==> config.mk <==
export PLATFORM = sky130hd
export DESIGN_NAME = md5_message_digest
export DESIGN_NICKNAME = d
export VERILOG_FILES = /design/src/design/md5_pkg.sv /design/src/design/md5_wmem.sv /design/src/design/md5_core.sv /design/src/design/md5_message_digest.sv
export SDC_FILE = /design/constraint.sdc
export NUM_CORES = 2
export LEC_CHECK = 0
export ABC_AREA = 1
export BUFFER_PORTS_ARGS = -buffer_cell sky130_fd_sc_hd__buf_4
export CAP_MARGIN = 10
export CORE_MARGIN = 2
export CORE_UTILIZATION = 45
export DETAILED_ROUTE_END_ITERATION = 16
export GPL_TIMING_DRIVEN = 0
export PLACE_DENSITY = 0.67
export SLEW_MARGIN = 10
export SYNTH_ARGS = -nofsm -noshare
export SYNTH_HDL_FRONTEND = slang
export SYNTH_HIERARCHICAL = 1
export SYNTH_SLANG_ARGS = --single-unit
==> constraint.sdc <==
create_clock -name clk -period 10.92 [get_ports clk]
set_input_delay 1.092 -clock clk [delete_from_list [all_inputs] [get_ports clk]]
set_output_delay 1.092 -clock clk [all_outputs]
set_load 0.01 [all_outputs]
==> src/design/md5_pkg.sv <==
// Package for the MD5 digest block: types, constants and round tables.
`timescale 1ns / 1ps
`default_nettype none
package md5_pkg;

	localparam logic [31:0] INIT_A = 32'h67452301;
	localparam logic [31:0] INIT_B = 32'hefcdab89;
	localparam logic [31:0] INIT_C = 32'h98badcfe;
	localparam logic [31:0] INIT_D = 32'h10325476;
	localparam logic [7:0]  PAD_MARK = 8'h80;
	localparam logic [5:0]  LEN_POS = 6'd56;
	localparam logic [5:0]  LAST_POS = 6'h3f;

	typedef enum logic [2:0] {
		ST_IDLE,
		ST_PAD,
		ST_LOAD,
		ST_ROUND,
		ST_FIN,
		ST_EMIT
	} md5_state_t;

	typedef struct packed {
		logic        en;
		logic [3:0]  addr;
		logic [31:0] data;
	} md5_wr_t;

	typedef struct packed {
		logic        valid;
		logic [31:0] word;
		logic [1:0]  idx;
		logic        last;
	} md5_dig_t;

	function automatic logic [31:0] md5_k(input logic [5:0] i);
		logic [31:0] k;
		case (i)
			6'd0:  k = 32'hd76aa478;  6'd1:  k = 32'he8c7b756;
			6'd2:  k = 32'h242070db;  6'd3:  k = 32'hc1bdceee;
			6'd4:  k = 32'hf57c0faf;  6'd5:  k = 32'h4787c62a;
			6'd6:  k = 32'ha8304613;  6'd7:  k = 32'hfd469501;
			6'd8:  k = 32'h698098d8;  6'd9:  k = 32'h8b44f7af;
			6'd10: k = 32'hffff5bb1;  6'd11: k = 32'h895cd7be;
			6'd12: k = 32'h6b901122;  6'd13: k = 32'hfd987193;
			6'd14: k = 32'ha679438e;  6'd15: k = 32'h49b40821;
			6'd16: k = 32'hf61e2562;  6'd17: k = 32'hc040b340;
			6'd18: k = 32'h265e5a51;  6'd19: k = 32'he9b6c7aa;
			6'd20: k = 32'hd62f105d;  6'd21: k = 32'h02441453;
			6'd22: k = 32'hd8a1e681;  6'd23: k = 32'he7d3fbc8;
			6'd24: k = 32'h21e1cde6;  6'd25: k = 32'hc33707d6;
			6'd26: k = 32'hf4d50d87;  6'd27: k = 32'h455a14ed;
			6'd28: k = 32'ha9e3e905;  6'd29: k = 32'hfcefa3f8;
			6'd30: k = 32'h676f02d9;  6'd31: k = 32'h8d2a4c8a;
			6'd32: k = 32'hfffa3942;  6'd33: k = 32'h8771f681;
			6'd34: k = 32'h6d9d6122;  6'd35: k = 32'hfde5380c;
			6'd36: k = 32'ha4beea44;  6'd37: k = 32'h4bdecfa9;
			6'd38: k = 32'hf6bb4b60;  6'd39: k = 32'hbebfbc70;
			6'd40: k = 32'h289b7ec6;  6'd41: k = 32'heaa127fa;
			6'd42: k = 32'hd4ef3085;  6'd43: k = 32'h04881d05;
			6'd44: k = 32'hd9d4d039;  6'd45: k = 32'he6db99e5;
			6'd46: k = 32'h1fa27cf8;  6'd47: k = 32'hc4ac5665;
			6'd48: k = 32'hf4292244;  6'd49: k = 32'h432aff97;
			6'd50: k = 32'hab9423a7;  6'd51: k = 32'hfc93a039;
			6'd52: k = 32'h655b59c3;  6'd53: k = 32'h8f0ccc92;
			6'd54: k = 32'hffeff47d;  6'd55: k = 32'h85845dd1;
			6'd56: k = 32'h6fa87e4f;  6'd57: k = 32'hfe2ce6e0;
			6'd58: k = 32'ha3014314;  6'd59: k = 32'h4e0811a1;
			6'd60: k = 32'hf7537e82;  6'd61: k = 32'hbd3af235;
			6'd62: k = 32'h2ad7d2bb;  default: k = 32'heb86d391;
		endcase
		return k;
	endfunction

	function automatic logic [4:0] md5_rot(input logic [5:0] i);
		logic [4:0] s;
		case ({i[5:4], i[1:0]})
			4'd0:  s = 5'd7;   4'd1:  s = 5'd12;  4'd2:  s = 5'd17;  4'd3:  s = 5'd22;
			4'd4:  s = 5'd5;   4'd5:  s = 5'd9;   4'd6:  s = 5'd14;  4'd7:  s = 5'd20;
			4'd8:  s = 5'd4;   4'd9:  s = 5'd11;  4'd10: s = 5'd16;  4'd11: s = 5'd23;
			4'd12: s = 5'd6;   4'd13: s = 5'd10;  4'd14: s = 5'd15;  default: s = 5'd21;
		endcase
		return s;
	endfunction

	// message word used by round i
	function automatic logic [3:0] md5_g(input logic [5:0] i);
		logic [3:0] g;
		case (i[5:4])
			2'd0:    g = i[3:0];
			2'd1:    g = i[3:0] * 4'd5 + 4'd1;
			2'd2:    g = i[3:0] * 4'd3 + 4'd5;
			default: g = i[3:0] * 4'd7;
		endcase
		return g;
	endfunction

	function automatic logic [31:0] md5_rotl(input logic [31:0] v, input logic [4:0] s);
		logic [63:0] t;
		t = {v, v} << s;
		return t[63:32];
	endfunction

endpackage
`default_nettype wire

==> src/design/md5_wmem.sv <==
// Message block memory: 16 words of 32 bits, one write port, registered read.
`timescale 1ns / 1ps
`default_nettype none
module md5_wmem (
	input  wire logic             clk,
	input  wire md5_pkg::md5_wr_t wr,
	input  wire logic [3:0]       raddr,
	output logic [31:0]           rdata
);
	import md5_pkg::*;

	logic [31:0] mem [16];

	always_ff @(posedge clk) begin
		if (wr.en) begin
			mem[wr.addr] <= wr.data;
		end
		rdata <= mem[raddr];
	end

endmodule
`default_nettype wire

==> src/design/md5_core.sv <==
// MD5 control and round datapath: byte packing, padding, 64 rounds, digest readout.
`timescale 1ns / 1ps
`default_nettype none
module md5_core (
	input  wire logic              clk,
	input  wire logic              arst_n,
	input  wire logic [7:0]        data_byte,
	input  wire logic              last_byte,
	input  wire logic              in_valid,
	output logic                   in_ready,
	output md5_pkg::md5_wr_t       wr,
	output logic [3:0]             raddr,
	input  wire logic [31:0]       rdata,
	output md5_pkg::md5_dig_t      dig,
	input  wire logic              dig_take
);
	import md5_pkg::*;

	md5_state_t state_q, state_d;

	logic [3:0][31:0] cv_q;
	logic [31:0]      a_q, b_q, c_q, d_q;
	logic [60:0]      cnt_q;
	logic [5:0]       fill_q;
	logic [5:0]       rnd_q;
	logic [23:0]      asm_q;
	logic [1:0]       idx_q;
	logic             pad_q, first_q, len_q, final_q;

	logic        ins_en;
	logic [7:0]  ins_byte;
	logic [7:0]  pad_byte;
	logic [63:0] len_bits;
	logic        blk_full;
	logic [31:0] f;
	logic [31:0] t;

	assign len_bits = {cnt_q, 3'b000};
	assign in_ready = (state_q == ST_IDLE);

	always_comb begin
		if (first_q) begin
			pad_byte = PAD_MARK;
		end else if (len_q && fill_q >= LEN_POS) begin
			pad_byte = len_bits[{fill_q[2:0], 3'b000} +: 8];
		end else begin
			pad_byte = 8'h00;
		end
	end

	assign ins_en   = (state_q == ST_IDLE && in_valid) || state_q == ST_PAD;
	assign ins_byte = (state_q == ST_IDLE) ? data_byte : pad_byte;
	assign blk_full = ins_en && fill_q == LAST_POS;

	assign wr.en   = ins_en && fill_q[1:0] == 2'd3;
	assign wr.addr = fill_q[5:2];
	assign wr.data = {ins_byte, asm_q};

	always_comb begin
		case (rnd_q[5:4])
			2'd0:    f = (b_q & c_q) | (~b_q & d_q);
			2'd1:    f = (b_q & d_q) | (c_q & ~d_q);
			2'd2:    f = b_q ^ c_q ^ d_q;
			default: f = c_q ^ (b_q | ~d_q);
		endcase
	end
	assign t = a_q + f + md5_k(rnd_q) + rdata;

	always_comb begin
		state_d = state_q;
		raddr   = 4'd0;
		unique case (state_q)
			ST_IDLE: begin
				if (in_valid) begin
					if (fill_q == LAST_POS) begin
						state_d = ST_LOAD;
					end else if (last_byte) begin
						state_d = ST_PAD;
					end
				end
			end
			ST_PAD: begin
				if (fill_q == LAST_POS) begin
					state_d = ST_LOAD;
				end
			end
			ST_LOAD: begin
				raddr   = md5_g(6'd0);
				state_d = ST_ROUND;
			end
			ST_ROUND: begin
				raddr = md5_g(rnd_q + 6'd1);
				if (rnd_q == LAST_POS) begin
					state_d = ST_FIN;
				end
			end
			ST_FIN: begin
				if (final_q) begin
					state_d = ST_EMIT;
				end else if (pad_q) begin
					state_d = ST_PAD;
				end else begin
					state_d = ST_IDLE;
				end
			end
			ST_EMIT: begin
				if (dig_take && idx_q == 2'd3) begin
					state_d = ST_IDLE;
				end
			end
			default: state_d = ST_IDLE;
		endcase
	end

	assign dig.valid = (state_q == ST_EMIT);
	assign dig.word  = cv_q[idx_q];
	assign dig.idx   = idx_q;
	assign dig.last  = (idx_q == 2'd3);

	always_ff @(posedge clk or negedge arst_n) begin
		if (!arst_n) begin
			state_q <= ST_IDLE;
		end else begin
			state_q <= state_d;
		end
	end

	always_ff @(posedge clk or negedge arst_n) begin
		if (!arst_n) begin
			cv_q    <= {INIT_D, INIT_C, INIT_B, INIT_A};
			cnt_q   <= '0;
			fill_q  <= '0;
			rnd_q   <= '0;
			idx_q   <= '0;
			pad_q   <= 1'b0;
			first_q <= 1'b0;
			len_q   <= 1'b0;
			final_q <= 1'b0;
		end else begin
			if (ins_en) begin
				fill_q <= fill_q + 6'd1;
			end
			if (state_q == ST_IDLE && in_valid) begin
				cnt_q <= cnt_q + 61'd1;
				if (last_byte) begin
					pad_q   <= 1'b1;
					first_q <= 1'b1;
					len_q   <= 1'b0;
				end
			end
			if (state_q == ST_PAD) begin
				first_q <= 1'b0;
				if (blk_full) begin
					len_q <= 1'b1;
				end else if (first_q) begin
					len_q <= (fill_q < LEN_POS);
				end
			end
			if (blk_full) begin
				final_q <= (state_q == ST_PAD) && len_q && !first_q;
			end
			if (state_q == ST_LOAD) begin
				rnd_q <= '0;
			end else if (state_q == ST_ROUND) begin
				rnd_q <= rnd_q + 6'd1;
			end
			if (state_q == ST_FIN) begin
				cv_q[0] <= cv_q[0] + a_q;
				cv_q[1] <= cv_q[1] + b_q;
				cv_q[2] <= cv_q[2] + c_q;
				cv_q[3] <= cv_q[3] + d_q;
			end
			if (state_q == ST_EMIT && dig_take) begin
				idx_q <= idx_q + 2'd1;
				if (idx_q == 2'd3) begin
					cv_q    <= {INIT_D, INIT_C, INIT_B, INIT_A};
					cnt_q   <= '0;
					pad_q   <= 1'b0;
					len_q   <= 1'b0;
					final_q <= 1'b0;
				end
			end
		end
	end

	always_ff @(posedge clk) begin
		if (ins_en && fill_q[1:0] != 2'd3) begin
			asm_q[{fill_q[1:0], 3'b000} +: 8] <= ins_byte;
		end
		if (state_q == ST_LOAD) begin
			a_q <= cv_q[0];
			b_q <= cv_q[1];
			c_q <= cv_q[2];
			d_q <= cv_q[3];
		end else if (state_q == ST_ROUND) begin
			a_q <= d_q;
			d_q <= c_q;
			c_q <= b_q;
			b_q <= b_q + md5_rotl(t, md5_rot(rnd_q));
		end
	end

endmodule
`default_nettype wire

==> src/design/md5_message_digest.sv <==
// MD5 digest block: top level with block memory, round core and output register.
// Usage:
//   Message bytes enter on data_byte with in_valid/in_ready; last_byte marks
//   the final byte of a message. For each message four words leave on
//   digest_word/word_index/last_word with out_valid/out_ready, A first,
//   last_word set on D.
//   Ordinary bytes are accepted one per cycle while in_ready is high. The 64th
//   byte of a block starts a compression (a read-prime step, 64 rounds at
//   one round per cycle reading the 16-word block memory, an add-back step),
//   during which in_ready is low. A final byte is followed by padding written
//   one byte per cycle up to the end of the block, one or two compressions,
//   and the four digest words being handed to the output register; the input
//   then opens again.
//   The output register takes a word when it is empty or being drained, so a
//   stall at out_ready holds the digest readout but never loses a word.
//   Reset loads the initial chaining values and clears the bit count and the
//   fill position; the block memory is not cleared, every entry is written
//   before it is read.
`timescale 1ns / 1ps
`default_nettype none
module md5_message_digest (
	input  wire logic        clk,
	input  wire logic        arst_n,
	input  wire logic [7:0]  data_byte,
	input  wire logic        last_byte,
	input  wire logic        in_valid,
	output logic             in_ready,
	output logic [31:0]      digest_word,
	output logic [1:0]       word_index,
	output logic             last_word,
	output logic             out_valid,
	input  wire logic        out_ready
);
	import md5_pkg::*;

	md5_wr_t     wr;
	logic [3:0]  raddr;
	logic [31:0] rdata;
	md5_dig_t    dig;
	logic        dig_take;

	md5_wmem u_wmem (
		.clk   (clk),
		.wr    (wr),
		.raddr (raddr),
		.rdata (rdata)
	);

	md5_core u_core (
		.clk       (clk),
		.arst_n    (arst_n),
		.data_byte (data_byte),
		.last_byte (last_byte),
		.in_valid  (in_valid),
		.in_ready  (in_ready),
		.wr        (wr),
		.raddr     (raddr),
		.rdata     (rdata),
		.dig       (dig),
		.dig_take  (dig_take)
	);

	assign dig_take = dig.valid && (!out_valid || out_ready);

	always_ff @(posedge clk or negedge arst_n) begin
		if (!arst_n) begin
			out_valid <= 1'b0;
		end else if (dig_take) begin
			out_valid <= 1'b1;
		end else if (out_ready) begin
			out_valid <= 1'b0;
		end
	end

	always_ff @(posedge clk) begin
		if (dig_take) begin
			digest_word <= dig.word;
			word_index  <= dig.idx;
			last_word   <= dig.last;
		end
	end

	a_no_overlap: assert property (@(posedge clk) disable iff (!arst_n)
		in_ready |-> !dig.valid)
		else $error("input open while digest readout active");

	a_reopen: assert property (@(posedge clk) disable iff (!arst_n)
		dig_take && dig.last |=> in_ready)
		else $error("input not reopened after final digest word");

	a_last_idx: assert property (@(posedge clk) disable iff (!arst_n)
		out_valid |-> (last_word == (word_index == 2'd3)))
		else $error("last_word flag does not match word_index");

endmodule
`default_nettype wire
==> results by group <==
Cells and area
  – Syn-to-layout area delta: 11.5%
  – Share of layout cells above drive strength 1: ~6.3%
  – Final nets: about 8000
  – Final non-filler cell total: ~9400
  – FILL cells: 12600

Yosys
  – Syn Inst Count: 7356
  – Post-synth top area share: a little over a third
  – Syn_area_per_cell: 8.06 um^2
  – Ys Warns: 6
  – Mapped Area: 59300 um^2
  – Post-Syn Nets: 7656
  – Synth top cells by count: nand2_1 (1687), inv_1 (1063), nand3_1 (813)
  – Largest area contributor in the netlist: edfxtp_1
  – Area contributors post-synth: edfxtp_1 (35%), nand2_1 (11%), nand3_1 (6.9%)
  – EDFF count, synth: 699
  – Unique masters post-synth: 69
  – Count leader, synth: nand2_1
  – Synth Flop Type: edfxtp_1
  – #FFs+latches synth: 942
  – Register area share after synthesis: 45.5%
  – Asr flop ratio synth: 22.4%

Clocking
  – Post-CTS Setup Inserts: 0
  – CTS Buffer Depth: 3
  – Worst-path clk slew: 0.06 ns
  – TritonCTS clock tree: done
  – Post-cts gate resize count: 0
  – Sink Count: 942
  – CTS Buf Count: 104
  – CTS H-tree depth: 3
  – Root buffer cell: clkbuf_16
  – Worst skew pair latency: 0.78 ns
  – Hold Buf Count CTS: 0

Setup path
  – R2r setup slk: 0.42 ns
  – Crit path max-delay family: simple AND/OR/NAND/NOR gates
  – Worst path slowest cell: dfrtp_1
  – Critical Path Start Type: flop
  – Worst r2r src: u_core/rnd_q[0]
  – CP bufs+invs: 6
  – Crit path top cell by count: nand2_1
  – CP max FO: 10
  – Crit path DAT: 10.97 ns
  – CP required: 11.39 ns
  – Reg2Reg Depth: 39
  – Reg2reg end: u_core/b_q[28]
  – Setup CP Type: reg -> reg
  – WP depth: 39
  – Worst Setup End Kind: flop
  – Crit path largest cell delay: roughly 0.73 ns

Floorplanning
  – Vert. Die Dim: 367 um
  – Core box area: about 130000 um^2
  – Die X: between 300 and 400 um
  – Starting Density: 45.2%
  – Die area: 135000 um^2
  – Rows: between 100 and 150
  – IO Pins: 50

STA
  – Setup violations, final: 0
  – Hold Fails Final Rpt: 0
  – Worst slew pin tran: 1.50 ns
  – F_max: 95.3 MHz
  – Fin crit share: 96.1%
  – Min cycle time layout: 10.50 ns
  – Unrepaired setup endpoints after global routing: false
  – Slew headroom: -0.0960%
  – Final Max Slew Viols: 10
  – Layout Skew: 0.0753 ns

GRT
  – Largest net degree at the start of global routing: 97
  – Met3 Use GR: 7.11%
  – GRT Overall Usage: a little over a third
  – Global route total overflow: 0
  – Initial antenna violation count: 13
  – Vias in the first global route: roughly 52000
  – Top Usage Layer GRT: met2
  – First-pass GRT wire length: 349 mm
  – Global routing usage on met2: a little under three fifths
  – Met1 Use GR: about 46%

Status
  – Status: finished, violations left
  – Failing checks: max-capacitance violations, max-slew violations

Placement
  – Placed Cells: 9190
  – Dpl hpwl: between 150 and 200 mm
  – RD Place Congestion: 1.02
  – PortBufs: 49

Worst hold path
  – HP Class: in -> async

Detailed routing
  – Final WL: 243 mm
  – Iter 0 DRT Violations: 7388
  – Drt wl/cell: 25.9 um
  – Post-DRT Antenna Nets: 0
  – Drt pass-1 iters: 8
  – DRC viols: 0
  – Vias: 55400
  – Vias per cell: 5.90

Run
  – MaxCap Viol Count: 1
-- layout by cell type (no fill, tap or decap), types with 64 or more instances in the layout --
cell type / synthesis / layout
fa_1: 69 / 69
ha_1: 218 / 218
dfstp_2: 64 / 64
buf_4: 15 / 65
xor2_1: 84 / 84
clkbuf_16: 0 / 104
nand2_1: 1687 / 1687
o211ai_1: 74 / 74
nor3_1: 66 / 66
clkbuf_1: 164 / 180
nor2_1: 487 / 470
inv_1: 1063 / 1063
a21oi_1: 503 / 503
dfrtp_1: 147 / 147
o21ai_0: 592 / 588
edfxtp_1: 699 / 699
nand3_1: 813 / 813
-- worst reg2reg max path, delay by kind of cell, from the launching register on --
kind	cells	cell delay, ns
AOI/OAI and AO/OA	9	2.35
xor gates and xnor gates	2	0.43
adders and majority gates	5	2.00
buffers and inverters	6	1.61
DFF	1	0.73
and+or+nand+nor	17	3.14
-- metal layers --
layer | wire length, um | up-vias
met5 | 43 | -
met4 | 15200 | 6
met3 | 24800 | 694
met2 | 109000 | 3271
met1 | 94300 | 26400
li1 | - | 25100
-- sequential cells by signal, summed over array words and instances, names as in the netlist, 2 cells and up --
name	count
u_core/c_q	32
u_wmem/mem	512
u_core/cnt_q	61
u_core/idx_q	2
digest_word	32
u_core/cv_q	128
word_index	2
u_core/asm_q	24
u_core/fill_q	6
u_core/b_q	32
u_core/rnd_q	6
u_wmem/rdata	32
u_core/state_q	3
u_core/a_q	32
u_core/d_q	32
-- worst max-delay path by stage --
stage | endpoint | start
after global routing | u_core/b_q[30] | u_core/rnd_q[0]
after floorplan | u_wmem/rdata[15] | u_core/state_q[1]
after global placement | u_wmem/rdata[1] | u_core/state_q[1]
after CTS | u_core/b_q[28] | u_core/rnd_q[0]
final | u_core/b_q[28] | u_core/rnd_q[0]
after detailed placement | u_core/b_q[28] | u_core/rnd_q[0]
-- logic make-up after synthesis --
logic type,after synthesis,synth area share (%)
xor+xnor,133,1.97
fa+ha+maj,287,6.93
simple gates,3178,22.7
mux,1,0.0169
flops,942,45.5
compound gates,1435,13.5
buf+inv,1380,9.35
-- final cells by class --
cell class	count	area, um^2	area share (%)
Antenna cell	6	15.0	0.0227
Buffer	297	1480	2.23
Clock buffer	135	2850	4.31
Clock inverter	60	644	0.975
Inverter	1083	4070	6.15
Multi-Input combinational cell	5034	26900	40.7
Sequential cell	942	27000	40.8
Tap cell	1755	2200	3.32
Timing Repair Buffer	79	965	1.46
-- metrics by stage --
stage | instance area (um^2) | hold slack, ns | utilization, % | TNS [ns] | worst slack, ns
2_1_floorplan | 59300 | 0.451 | - | 0 | 3.01
3_3_place_gp | 61800 | 0.484 | 47.2 | -389.56 | -3.04
3_5_place_dp | 62600 | 0.490 | 47.7 | 0 | 0.638
4_1_cts | 66100 | 0.276 | 50.4 | 0 | 0.609
5_1_grt | 66100 | 0.310 | 50.4 | 0 | 0.0244
6_report | 66100 | 0.279 | 50.4 | 0 | 0.425
Power is left out: the tool's default activity adds up to more than one toggle a clock period on the data nets, which glitch-free logic cannot reach.
